`config.mk`:
```
export PLATFORM = sky130hd
export DESIGN_NAME = ssfpl_ctrl
export DESIGN_NICKNAME = d
export VERILOG_FILES = /design/src/rtl/core/ssfpl_pkg.sv /design/src/rtl/core/ssfpl_ctrl.sv
export SDC_FILE = /design/constraint.sdc
export NUM_CORES = 1
export LEC_CHECK = 0
export BUFFER_PORTS_ARGS = -buffer_cell sky130_fd_sc_hd__buf_2
export CAP_MARGIN = 20
export CORE_AREA = 2 2 39 41
export CTS_CLUSTER_SIZE = 20
export DETAILED_ROUTE_END_ITERATION = 7
export DIE_AREA = 0 0 41 43
export PLACE_DENSITY = 0.68
export SYNTH_ARGS = -nofsm -noshare
export SYNTH_HDL_FRONTEND = slang
export SYNTH_SLANG_ARGS = --single-unit
```
`constraint.sdc`:
```
create_clock -name clk_i -period 3.4 [get_ports clk_i]
set_input_delay 0.68 -clock clk_i [delete_from_list [all_inputs] [get_ports clk_i]]
set_output_delay 0.68 -clock clk_i [all_outputs]
set_load 0.05 [all_outputs]
```
`src/rtl/core/ssfpl_pkg.sv`:
```
// shared constants and controller/datapath interface types for the sorted set lookup
package ssfpl_pkg;

  localparam int unsigned MAX_ENTRIES = 1024;
  localparam int unsigned ADDR_W      = $clog2(MAX_ENTRIES);
  localparam int unsigned CNT_W       = $clog2(MAX_ENTRIES + 1);
  localparam int unsigned VALUE_W     = 32;
  localparam int unsigned POS_W       = 11;

  // request kinds carried in the request flag bit
  localparam logic REQ_LOAD  = 1'b0;
  localparam logic REQ_QUERY = 1'b1;

  // controller to datapath
  typedef struct packed {
    logic accept;      // latch the incoming word, start a search window
    logic rd_mid;      // read the midpoint of the search window
    logic cmp;         // narrow the window using the read data
    logic shift_init;  // point the shift index at the last held entry
    logic rd_shift;    // read the entry at the shift index
    logic wr_shift;    // write that entry one place up, step the index down
    logic store;       // write the key at the insert position, bump the count
    logic load_out;    // capture the query answer into the output register
  } cmd_t;

  // datapath to controller
  typedef struct packed {
    logic is_query;
    logic full;
    logic search_done;
    logic no_shift;
    logic shift_last;
  } status_t;

endpackage

```
`src/rtl/core/ssfpl_ctrl.sv`:
```
// controller: sequences search, insert shift, store and result hand-off
module ssfpl_ctrl (
  input  logic               clk_i,
  input  logic               rst_ni,
  input  logic               s_tvalid_i,
  output logic               s_tready_o,
  output logic               m_tvalid_o,
  input  logic               m_tready_i,
  input  ssfpl_pkg::status_t status_i,
  output ssfpl_pkg::cmd_t    cmd_o
);

  typedef enum logic [7:0] {
    ST_IDLE     = 8'b0000_0001,
    ST_CHECK    = 8'b0000_0010,
    ST_SEARCH   = 8'b0000_0100,
    ST_CMP      = 8'b0000_1000,
    ST_SHIFT_RD = 8'b0001_0000,
    ST_SHIFT_WR = 8'b0010_0000,
    ST_STORE    = 8'b0100_0000,
    ST_DONE     = 8'b1000_0000
  } state_e;

  state_e state_q, state_d;
  logic   m_tvalid_q, m_tvalid_d;
  logic   out_free;

  assign out_free = !m_tvalid_q || m_tready_i;

  always_comb begin
    state_d    = state_q;
    cmd_o      = '0;
    m_tvalid_d = m_tvalid_q && !m_tready_i;
    s_tready_o = 1'b0;
    unique case (state_q)
      ST_IDLE: begin
        s_tready_o = 1'b1;
        if (s_tvalid_i) begin
          cmd_o.accept = 1'b1;
          state_d      = ST_CHECK;
        end
      end
      ST_CHECK: begin
        if (!status_i.is_query && status_i.full) begin
          state_d = ST_IDLE;
        end else begin
          state_d = ST_SEARCH;
        end
      end
      ST_SEARCH: begin
        if (!status_i.search_done) begin
          cmd_o.rd_mid = 1'b1;
          state_d      = ST_CMP;
        end else if (status_i.is_query) begin
          state_d = ST_DONE;
        end else if (status_i.no_shift) begin
          state_d = ST_STORE;
        end else begin
          cmd_o.shift_init = 1'b1;
          state_d          = ST_SHIFT_RD;
        end
      end
      ST_CMP: begin
        cmd_o.cmp = 1'b1;
        state_d   = ST_SEARCH;
      end
      ST_SHIFT_RD: begin
        cmd_o.rd_shift = 1'b1;
        state_d        = ST_SHIFT_WR;
      end
      ST_SHIFT_WR: begin
        cmd_o.wr_shift = 1'b1;
        state_d        = status_i.shift_last ? ST_STORE : ST_SHIFT_RD;
      end
      ST_STORE: begin
        cmd_o.store = 1'b1;
        state_d     = ST_IDLE;
      end
      ST_DONE: begin
        if (out_free) begin
          cmd_o.load_out = 1'b1;
          m_tvalid_d     = 1'b1;
          state_d        = ST_IDLE;
        end
      end
      default: begin
        state_d = ST_IDLE;
      end
    endcase
  end

  always_ff @(posedge clk_i or negedge rst_ni) begin
    if (!rst_ni) begin
      state_q    <= ST_IDLE;
      m_tvalid_q <= 1'b0;
    end else begin
      state_q    <= state_d;
      m_tvalid_q <= m_tvalid_d;
    end
  end

  assign m_tvalid_o = m_tvalid_q;

endmodule

```
# Word-level counts from Yosys, hierarchy flattened
# Index checks and enable logic that the tools add are counted.
[op_classes]
n_addsub = 0
n_mul = 0
div_mod_pow = 0
magnitude_cmp = 0
n_eq_ne = 10
shifts = 0
muxes = 25
bitwise = 0
reduce_logical = 7
[op_table]
columns = ["cell", "count"]
rows = [
  ["one-hot mux 8 bit (7 select lines)", 1],
  ["two-way mux 8 bit", 4],
  ["two-way mux 1 bit", 17],
  ["two-way mux 7 bit", 2],
  ["equality test 8 x 1 -> 1 bit (second input constant)", 1],
  ["equality test 8 x 2 -> 1 bit (second input constant)", 1],
  ["equality test 8 x 3 -> 1 bit (second input constant)", 1],
  ["equality test 8 x 4 -> 1 bit (second input constant)", 1],
  ["equality test 8 x 5 -> 1 bit (second input constant)", 1],
  ["equality test 8 x 6 -> 1 bit (second input constant)", 1],
  ["equality test 8 x 7 -> 1 bit (second input constant)", 1],
  ["equality test 8 bit (second input constant)", 1],
  ["inequality test 2 bit (second input constant)", 2],
  ["zero test 1 bit", 3],
  ["two-way mux 3 bit", 1],
  ["logical AND 1 bit", 2],
  ["AND reduction 2 bit", 1],
  ["logical OR 1 bit", 1],
]
[word_totals]
reg_bits = 9
latchBits = 0
ram_bits = 0
rom_bits = 0
out_inout_bits = 10
elab_cells = 44
memories = 0

# Depth between registers and ports, before layout
# Gate-level depths: netlist (run 1).
[depth]
ltp_word = 4
ltp_mapped = 4
mapped_depth_nobuf = 4

# Worst setup path before layout (run 1)
# OpenSTA, ideal clock, no wires.
[synth_path]
path_kind = "reg2out"
from = "register state_q[5]"
to = "output port cmd_o[7] in the netlist's numbering"
arrival_time_ps = 2167
path_slack_ps = 553
stages_incl_launch_ff = 4
n_path_buf = 0
cell_sequence = "dfrtp_1 or4_4 nor4_4 and2_1"
[synth_rtl]
columns = ["item", "line_no", "rtl"]
rows = [
  ["from (decl)", "ssfpl_ctrl.sv:24", "state_e state_q, state_d;"],
  ["from (signal assigned)", "ssfpl_ctrl.sv:97", "state_q <= state_d;"],
  ["to (decl)", "ssfpl_ctrl.sv:10", "output ssfpl_pkg::cmd_t cmd_o"],
]

==> metrics.log, run 1 <==
INFO  metric run_status = completed
INFO  metric route.antenna.remaining_nets = 0
INFO  metric total_iterations_of_the_first_detailed_routing_run = 4
INFO  metric floorplan.initialDensity = 39.4%
INFO  metric power_density = 605 nW/µm²
INFO  metric synth_largest_area_cell = dfrtp_1
INFO  metric layout-drive-gt1-share = around 37%
INFO  metric async_flop_share = 100%
INFO  metric max_slew_margin_vs_limit = 64.8%
INFO  metric worst_ir_drop_vdd = roughly 0.32 mV
INFO  metric ys_top_cells_by_area = dfrtp_1 37%, and4b_1 5.5%, dfstp_2 4.8%, nor4_4 3.9%, nand2b_1 3.4%
INFO  metric grt_pass1_vias = 435
INFO  metric grt_max_degree = 10
INFO  metric placement_rows = 14
INFO  metric wirelength = approximately 1100 µm
INFO  metric post_synthesis_net_count = 63
INFO  metric syn_area = 546 µm²
INFO  metric setup-violations-final = 0
INFO  metric io_port_bufs = 18
INFO  metric gate_count_of_the_mapped_netlist = 54
INFO  metric yosys_warnings = 0
INFO  metric final-instance-count-excl-fill = 92
INFO  metric drt_iter0_markers = 9
INFO  metric final-max-slew-violation-count = 0
INFO  metric detailedPlacementHpwl = between 800 and 900 µm
INFO  metric route.vias.total = 491
INFO  metric worst_hold_path_type = input pin to async pin
INFO  metric ioPinCount = 19
INFO  metric count_leader_synth = dfrtp_1
INFO  metric synthTopCellsByCount = 8 x dfrtp_1, 4 x nor2_1
INFO  metric cts.reportedPaths.clkPinSlew = 0.06 ns
INFO  metric grtUsageTotal = 14.7%
INFO  metric place_inst = 88
INFO  metric finish.net_count = 86
INFO  metric finalWorstPathRequiredPeriod = 2.63 ns
INFO  metric fp.dieH = 43 µm
INFO  metric achievable_clock_frequency = ~0.38 GHz
INFO  metric grt_remaining_overflow = 0
INFO  metric numCtsBuffers = 3
INFO  metric placeableCoreArea = between 1000 and 1500 µm²
INFO  metric area.sequential = approximately 230 µm²
INFO  metric yosysSeqAreaShare = 41.5%
INFO  metric antennaDiodeCount = 0
INFO  metric grt_first_pass_wirelength = 1740 µm
INFO  metric count_of_buffers_added_by_post_cts_timing_repair_for_setup = 0
INFO  metric routedWlPerCell = 12.1 µm
INFO  metric drc_violations_left = 0
INFO  metric synth_cell_types = 29
INFO  metric max-clock-path-buffers = 2
INFO  metric fin_crit_sh = 77.4%
INFO  metric post-route-worst-setup-slack = 0.769 ns
INFO  metric cap_viol_max_count = 0
INFO  metric clock_tree_from_tritoncts = built
INFO  metric multi_input_comb_area = a little over 300 µm²
INFO  metric power_total = 413 µW
INFO  metric power_leakage = 0.000368 µW
INFO  metric num-fill-cells = 138
INFO  metric end_kind = output port
INFO  metric path_max_fanout = 7
INFO  metric post_synth.cell_area_avg = 10.1 µm²
INFO  metric timing.critical_path.from_type = flop
INFO  metric finalSetupTns = 0 ns
INFO  metric dp_worst_setup_slack = 1.05 ns
INFO  metric grt_setup_unrepaired = no
INFO  metric worstMarginPinSlew = ~0.52 ns
INFO  metric worst-setup-path-type = flop to output port
INFO  metric timing.critical_path.arrival = 1.95 ns
INFO  metric clock_insertion_delay_worst_skew = 0.27 ns
INFO  metric horizontal_die_dimension = 41 µm
INFO  metric required = about 2.7 ns
INFO  metric cts_resized = 0
INFO  metric final.setup_skew = between 0.005 and 0.006 ns
INFO  metric synth_edf_count = 0
INFO  metric cts-root-buf = clkbuf_4
INFO  metric flow.area_growth_from_synthesis = 25.0%
INFO  metric via_per_inst = 5.34
INFO  metric die-area = 1760 µm²
INFO  metric synth_seq_cells = 9
INFO  metric antenna_found_initial = 0
INFO  metric yosys_most_used_dff = dfrtp_1
INFO  metric yosys.area.top_type_share = 36.7%
INFO  metric h-tree-depth = 1
INFO  metric post_cts_hold_buffer_count = 0
INFO  metric gp_congestion = just over 0.8
INFO  metric hold_violations = 0
INFO  metric clock_sink_total = 9
[path summary, 6_finish.rpt]
path / start / endpoint / slack [ns] / cells past startpoint
worst max-delay path: state_q[5] / cmd_o[7] / 0.77 / 4
worst min-delay path: rst_ni / state_q[7] / 0.25 / 1
worst max register to register: state_q[5] / state_q[4] / 1.84 / 4
worst min register to register: state_q[5] / state_q[5] / 0.57 / 1
max in group asynchronous: rst_ni / state_q[0] / 2.90 / 1
min in group clk_i: state_q[5] / state_q[5] / 0.57 / 1
[logic make-up after synthesis]
family | Yosys count | synth area share, %
and+or+nand+nor | 31 | 42.2
AOI/OAI and AO/OA | 10 | 12.6
DFF | 9 | 41.5
buffers and inverters | 3 | 2.06
xor gates and xnor gates | 1 | 1.61
[cell type report]
type	count	area share [%]
multi-input cells	42	45.1
inverters	3	1.65
well taps	16	2.94
repair buffers	18	13.2
clock buffers	4	3.85
flip-flops and latches	9	33.2
[registers in the layout, summed over array words and instances (netlist names)]
signal	flops
state_q	8
m_tvalid_o	1
[stage by stage]
stage	cell area (µm²)	hold WS (ns)	utilization [%]
global route	682	0.267	49.3
CTS	682	0.267	49.3
global placement	656	0.534	47.4
floorplan	546	0.384	-
finish	682	0.250	49.3
detailed placement	656	0.545	47.4
[report_power, final]
part / internal [µW] / leakage (µW) / switching [µW] / total (µW)
Sequential: 126 / 0.000121 / 21.3 / 147
Clock: 45.3 / 0.0000150 / 38.9 / 84.2
Combinational: 66.3 / 0.000232 / 115 / 181
Total: 238 / 0.000368 / 175 / 413
[worst max-delay path, stage by stage (launching register included)]
cell     delay, ns
dfrtp_1       0.44
or4_4         0.59
nor4_4        0.25
and2_1        0.15
buf_2         0.25
[per-layer routing]
metal | vias to the layer above | part of all wire (%) | GRT usage [%]
li1 | 244 | - | -
met1 | 223 | 47 | 19.2
met2 | 21 | 45 | 22.5
met3 | 3 | 6.8 | 1.57
met4 | 0 | 1.7 | 8.00
met5 | - | 0 | 0
[cells in the final DEF (no fill, tap or decap), types with 2 or more instances in the layout]
master / instances
o21ai_0: 2
clkbuf_4: 3
nand2_1: 3
nand2b_1: 3
nor2_1: 4
o22ai_1: 3
dfrtp_1: 8
and2_1: 2
buf_2: 18
and4b_1: 3
nor3b_1: 2
inv_1: 3
nor2b_1: 3
No activity file was read; power rests on OpenSTA's default activity.
==> run 2: changes to the inputs <==
- CORE_AREA: 2 2 39 41 -> not set
- CORE_MARGIN: not set -> 2
- CORE_UTILIZATION: not set -> 42
- DIE_AREA: 0 0 41 43 -> not set
- PLACE_DENSITY: 0.68 -> 0.72
- clock period: 3.4 -> 2.2 ns (I/O delays scaled with it)
==> run 2 against run 1 <==
  * Setup slack got worse by 0.76 ns
  * Non-clock buffer count up 7
  * Sequential share of layout area is 3.6 points lower
  * Power rose by 70%
  * Cell count rose by 5.4%
  * Global-route usage is 6.3 points higher
  * Critical path depth stayed put
  * Sequential power grew 58%
  * Critical path type unchanged
  * Critical endpoint unchanged
==> metrics.log, run 2 (synthesized netlist as in run 1, its figures left out) <==
INFO  metric top_layer_used = met4 (unchanged)
INFO  metric finish.utilization = 66.6% (was 49.3%)
INFO  metric power_density = 910 nW/µm² (was 605 nW/µm²)
INFO  metric clock_insertion_delay_worst_skew = 0.26 ns (was 0.27 ns)
INFO  metric largest_register_ffs = 8 (unchanged)
INFO  metric cpMaxStageDelayCell = or4_4 (unchanged)
INFO  metric finalWorstPathRequiredPeriod = roughly 2.2 ns
INFO  metric antenna_found_initial = 0 (unchanged)
INFO  metric wirelength = 1350 µm (was 1110 µm)
INFO  metric worstMarginPinSlew = 0.297 ns (was 0.523 ns)
INFO  metric route.antenna.remaining_nets = 0 (unchanged)
INFO  metric setup-violations-final = 0 (unchanged)
INFO  metric achievable_clock_frequency = 0.456 GHz
INFO  metric met2_wirelength = 669 µm (was 497 µm)
INFO  metric grt_pass1_vias = 511 (was 435)
INFO  metric fp.dieH = 40.0 µm (was 43 µm)
INFO  metric max-clock-path-buffers = 2 (unchanged)
INFO  metric timing.critical_path.from_type = flop (unchanged)
INFO  metric die-area = 1600 µm² (was 1760 µm²)
INFO  metric drt_iter0_markers = 8 (was 9)
INFO  metric flow.area_growth_from_synthesis = 41.1% (was 25.0%)
INFO  metric slowest_delay = 0.55 ns (was 0.59 ns)
INFO  metric dp_worst_setup_slack = 0.194 ns (was 1.05 ns)
INFO  metric hold_violations = 0 (unchanged)
INFO  metric detailedPlacementHpwl = 1070 µm (was 873 µm)
INFO  metric route.vias.total = 533 (was 491)
INFO  metric total_iterations_of_the_first_detailed_routing_run = 4 (unchanged)
INFO  metric dpl_cell_area = 703 µm² (was 656 µm²)
INFO  metric grt_max_degree = 10 (unchanged)
INFO  metric fin_crit_sh = between 90% and 100%
INFO  metric grt_first_pass_wirelength = 2150 µm (was 1740 µm)
INFO  metric floorplan.initialDensity = 47.2% (was 39.4%)
INFO  metric final_common_cell = buf_2 (unchanged)
INFO  metric final-max-slew-violation-count = 0 (unchanged)
INFO  metric postLayoutCellArea = 769 µm² (was 682 µm²)
INFO  metric ioPinCount = 19 (unchanged)
INFO  metric worst-setup-path-type = flop to output port (unchanged)
INFO  metric run_status = completed (unchanged)
INFO  metric finish.net_count = 93 (was 86)
INFO  metric routedWlPerCell = 13.9 µm (was 12.1 µm)
INFO  metric grtUsageTotal = 21.0% (was 14.7%)
INFO  metric numCtsBuffers = 3 (unchanged)
INFO  metric timing.critical_path.arrival = 1.75 ns (was 1.95 ns)
INFO  metric via_per_inst = 5.49 (was 5.34)
INFO  metric place_inst = 92 (was 88)
INFO  metric antennaDiodeCount = 0 (unchanged)
INFO  metric final-instance-count-excl-fill = 97 (was 92)
INFO  metric top_register = state_q (unchanged)
INFO  metric post_cts_hold_buffer_count = 0 (unchanged)
INFO  metric end_kind = output port (unchanged)
INFO  metric power_leakage = 0.000405 µW (was 0.000368 µW)
INFO  metric cts-root-buf = clkbuf_4 (unchanged)
INFO  metric path_max_fanout = 5 (was 7)
INFO  metric post-route-worst-setup-slack = 0.00917 ns (was 0.769 ns)
INFO  metric final.setup_skew = 0.00148 ns (was 0.00564 ns)
INFO  metric placeableCoreArea = 1160 µm² (was 1380 µm²)
INFO  metric worst_hold_path_type = input pin to async pin (unchanged)
INFO  metric clock_sink_total = 9 (unchanged)
INFO  metric clock_tree_from_tritoncts = built (unchanged)
INFO  metric horizontal_die_dimension = 40.0 µm (was 41 µm)
INFO  metric layout-drive-gt1-share = 44.6% (was 36.8%)
INFO  metric wl_met1 = 605 µm (was 519 µm)
INFO  metric worst_ir_drop_vdd = 0.481 mV (was 0.319 mV)
INFO  metric crit_path_cell_trace = or4_4 > nor4_4 > and2_1 > buf_6 (was or4_4 > nor4_4 > and2_1 > buf_2)
INFO  metric grt_setup_unrepaired = yes (was no)
INFO  metric cts.reportedPaths.clkPinSlew = 0.06 ns (about the same)
INFO  metric met3_wirelength = 63 µm (was 76 µm)
INFO  metric max_slew_margin_vs_limit = 80.1% (was 64.8%)
INFO  metric gp_congestion = 0.817 (was 0.825)
INFO  metric drc_violations_left = 0 (unchanged)
INFO  metric cap_viol_max_count = 0 (unchanged)
INFO  metric grt_remaining_overflow = 0 (unchanged)
INFO  metric layout_common_cells = 13 x buf_2, 9 x buf_4, 7 x dfrtp_1 (was 18 x buf_2, 8 x dfrtp_1, 4 x nor2_1)
INFO  metric required = 1.76 ns (was 2.72 ns)
INFO  metric h-tree-depth = 1 (unchanged)
INFO  metric placement_rows = 12 (was 14)
INFO  metric io_port_bufs = 18 (unchanged)
-- run 2: cell types whose count changed in the layout (fill, tap and decap cells not counted), sizes merged --
cell / change
buf: +6
clkbuf: +1
-- run 2: critical path: cells and delay by family (launching register included) --
| kind | cells | cell delay [ns] |
|---|---|---|
| simple gates | 3 | 0.90 |
| flops | 1 | 0.44 |
| buf+inv | 1 | 0.16 |
-- run 2: final cells by class --
type	count	area, µm²
Fill cell	95	387
Multi-Input combinational cell	42	324
Sequential cell	9	228
Timing Repair Buffer	25	163
Clock buffer	4	26.3
Tap cell	14	17.5
Inverter	3	11.3
-- run 2: worst paths after layout --
kind                              from          to  slack (ns)  cells past startpoint
max                         state_q[4]    cmd_o[7]       0.009                      4
min                             rst_ni  state_q[3]        0.02                      1
max reg2reg                 state_q[4]  state_q[2]        0.72                      3
min reg2reg                 m_tvalid_o  m_tvalid_o        0.57                      2
max in group asynchronous       rst_ni  state_q[0]        1.93                      1
min in group clk_i         status_i[0]  state_q[6]        0.42                      2
-- run 2: stage by stage --
step | hold WS, ns | power (µW) | TNS [ns]
after CTS | 0.0257 | 696 | -0.00147
after global placement | 0.298 | 524 | 0
after floorplan | 0.144 | 458 | -0.346
final | 0.0226 | 700 | 0
after detailed placement | 0.303 | 535 | 0
after global routing | 0.0255 | 750 | -0.156
-- run 2: what timing repair did --
item | 4_1_cts | 5_1_grt
setup endpoints to repair | 2 | 5
setup buffers | 0 | 1
gates resized for setup | 6 | 6
endpoints found under the hold margin | 0 | 0
-- run 2: per-layer routing --
layer / track usage [%] / vias up
li1: - / 260
met5: 0 / -
met2: 35.1 / 16
met3: 1.67 / 2
met4: 12.9 / 0
met1: 25.8 / 255
-- run 2: power by group --
group	total (µW)	internal, µW	switching, µW
Sequential	232	195	36.5
Combinational	341	145	196
Clock	127	69.9	57.2
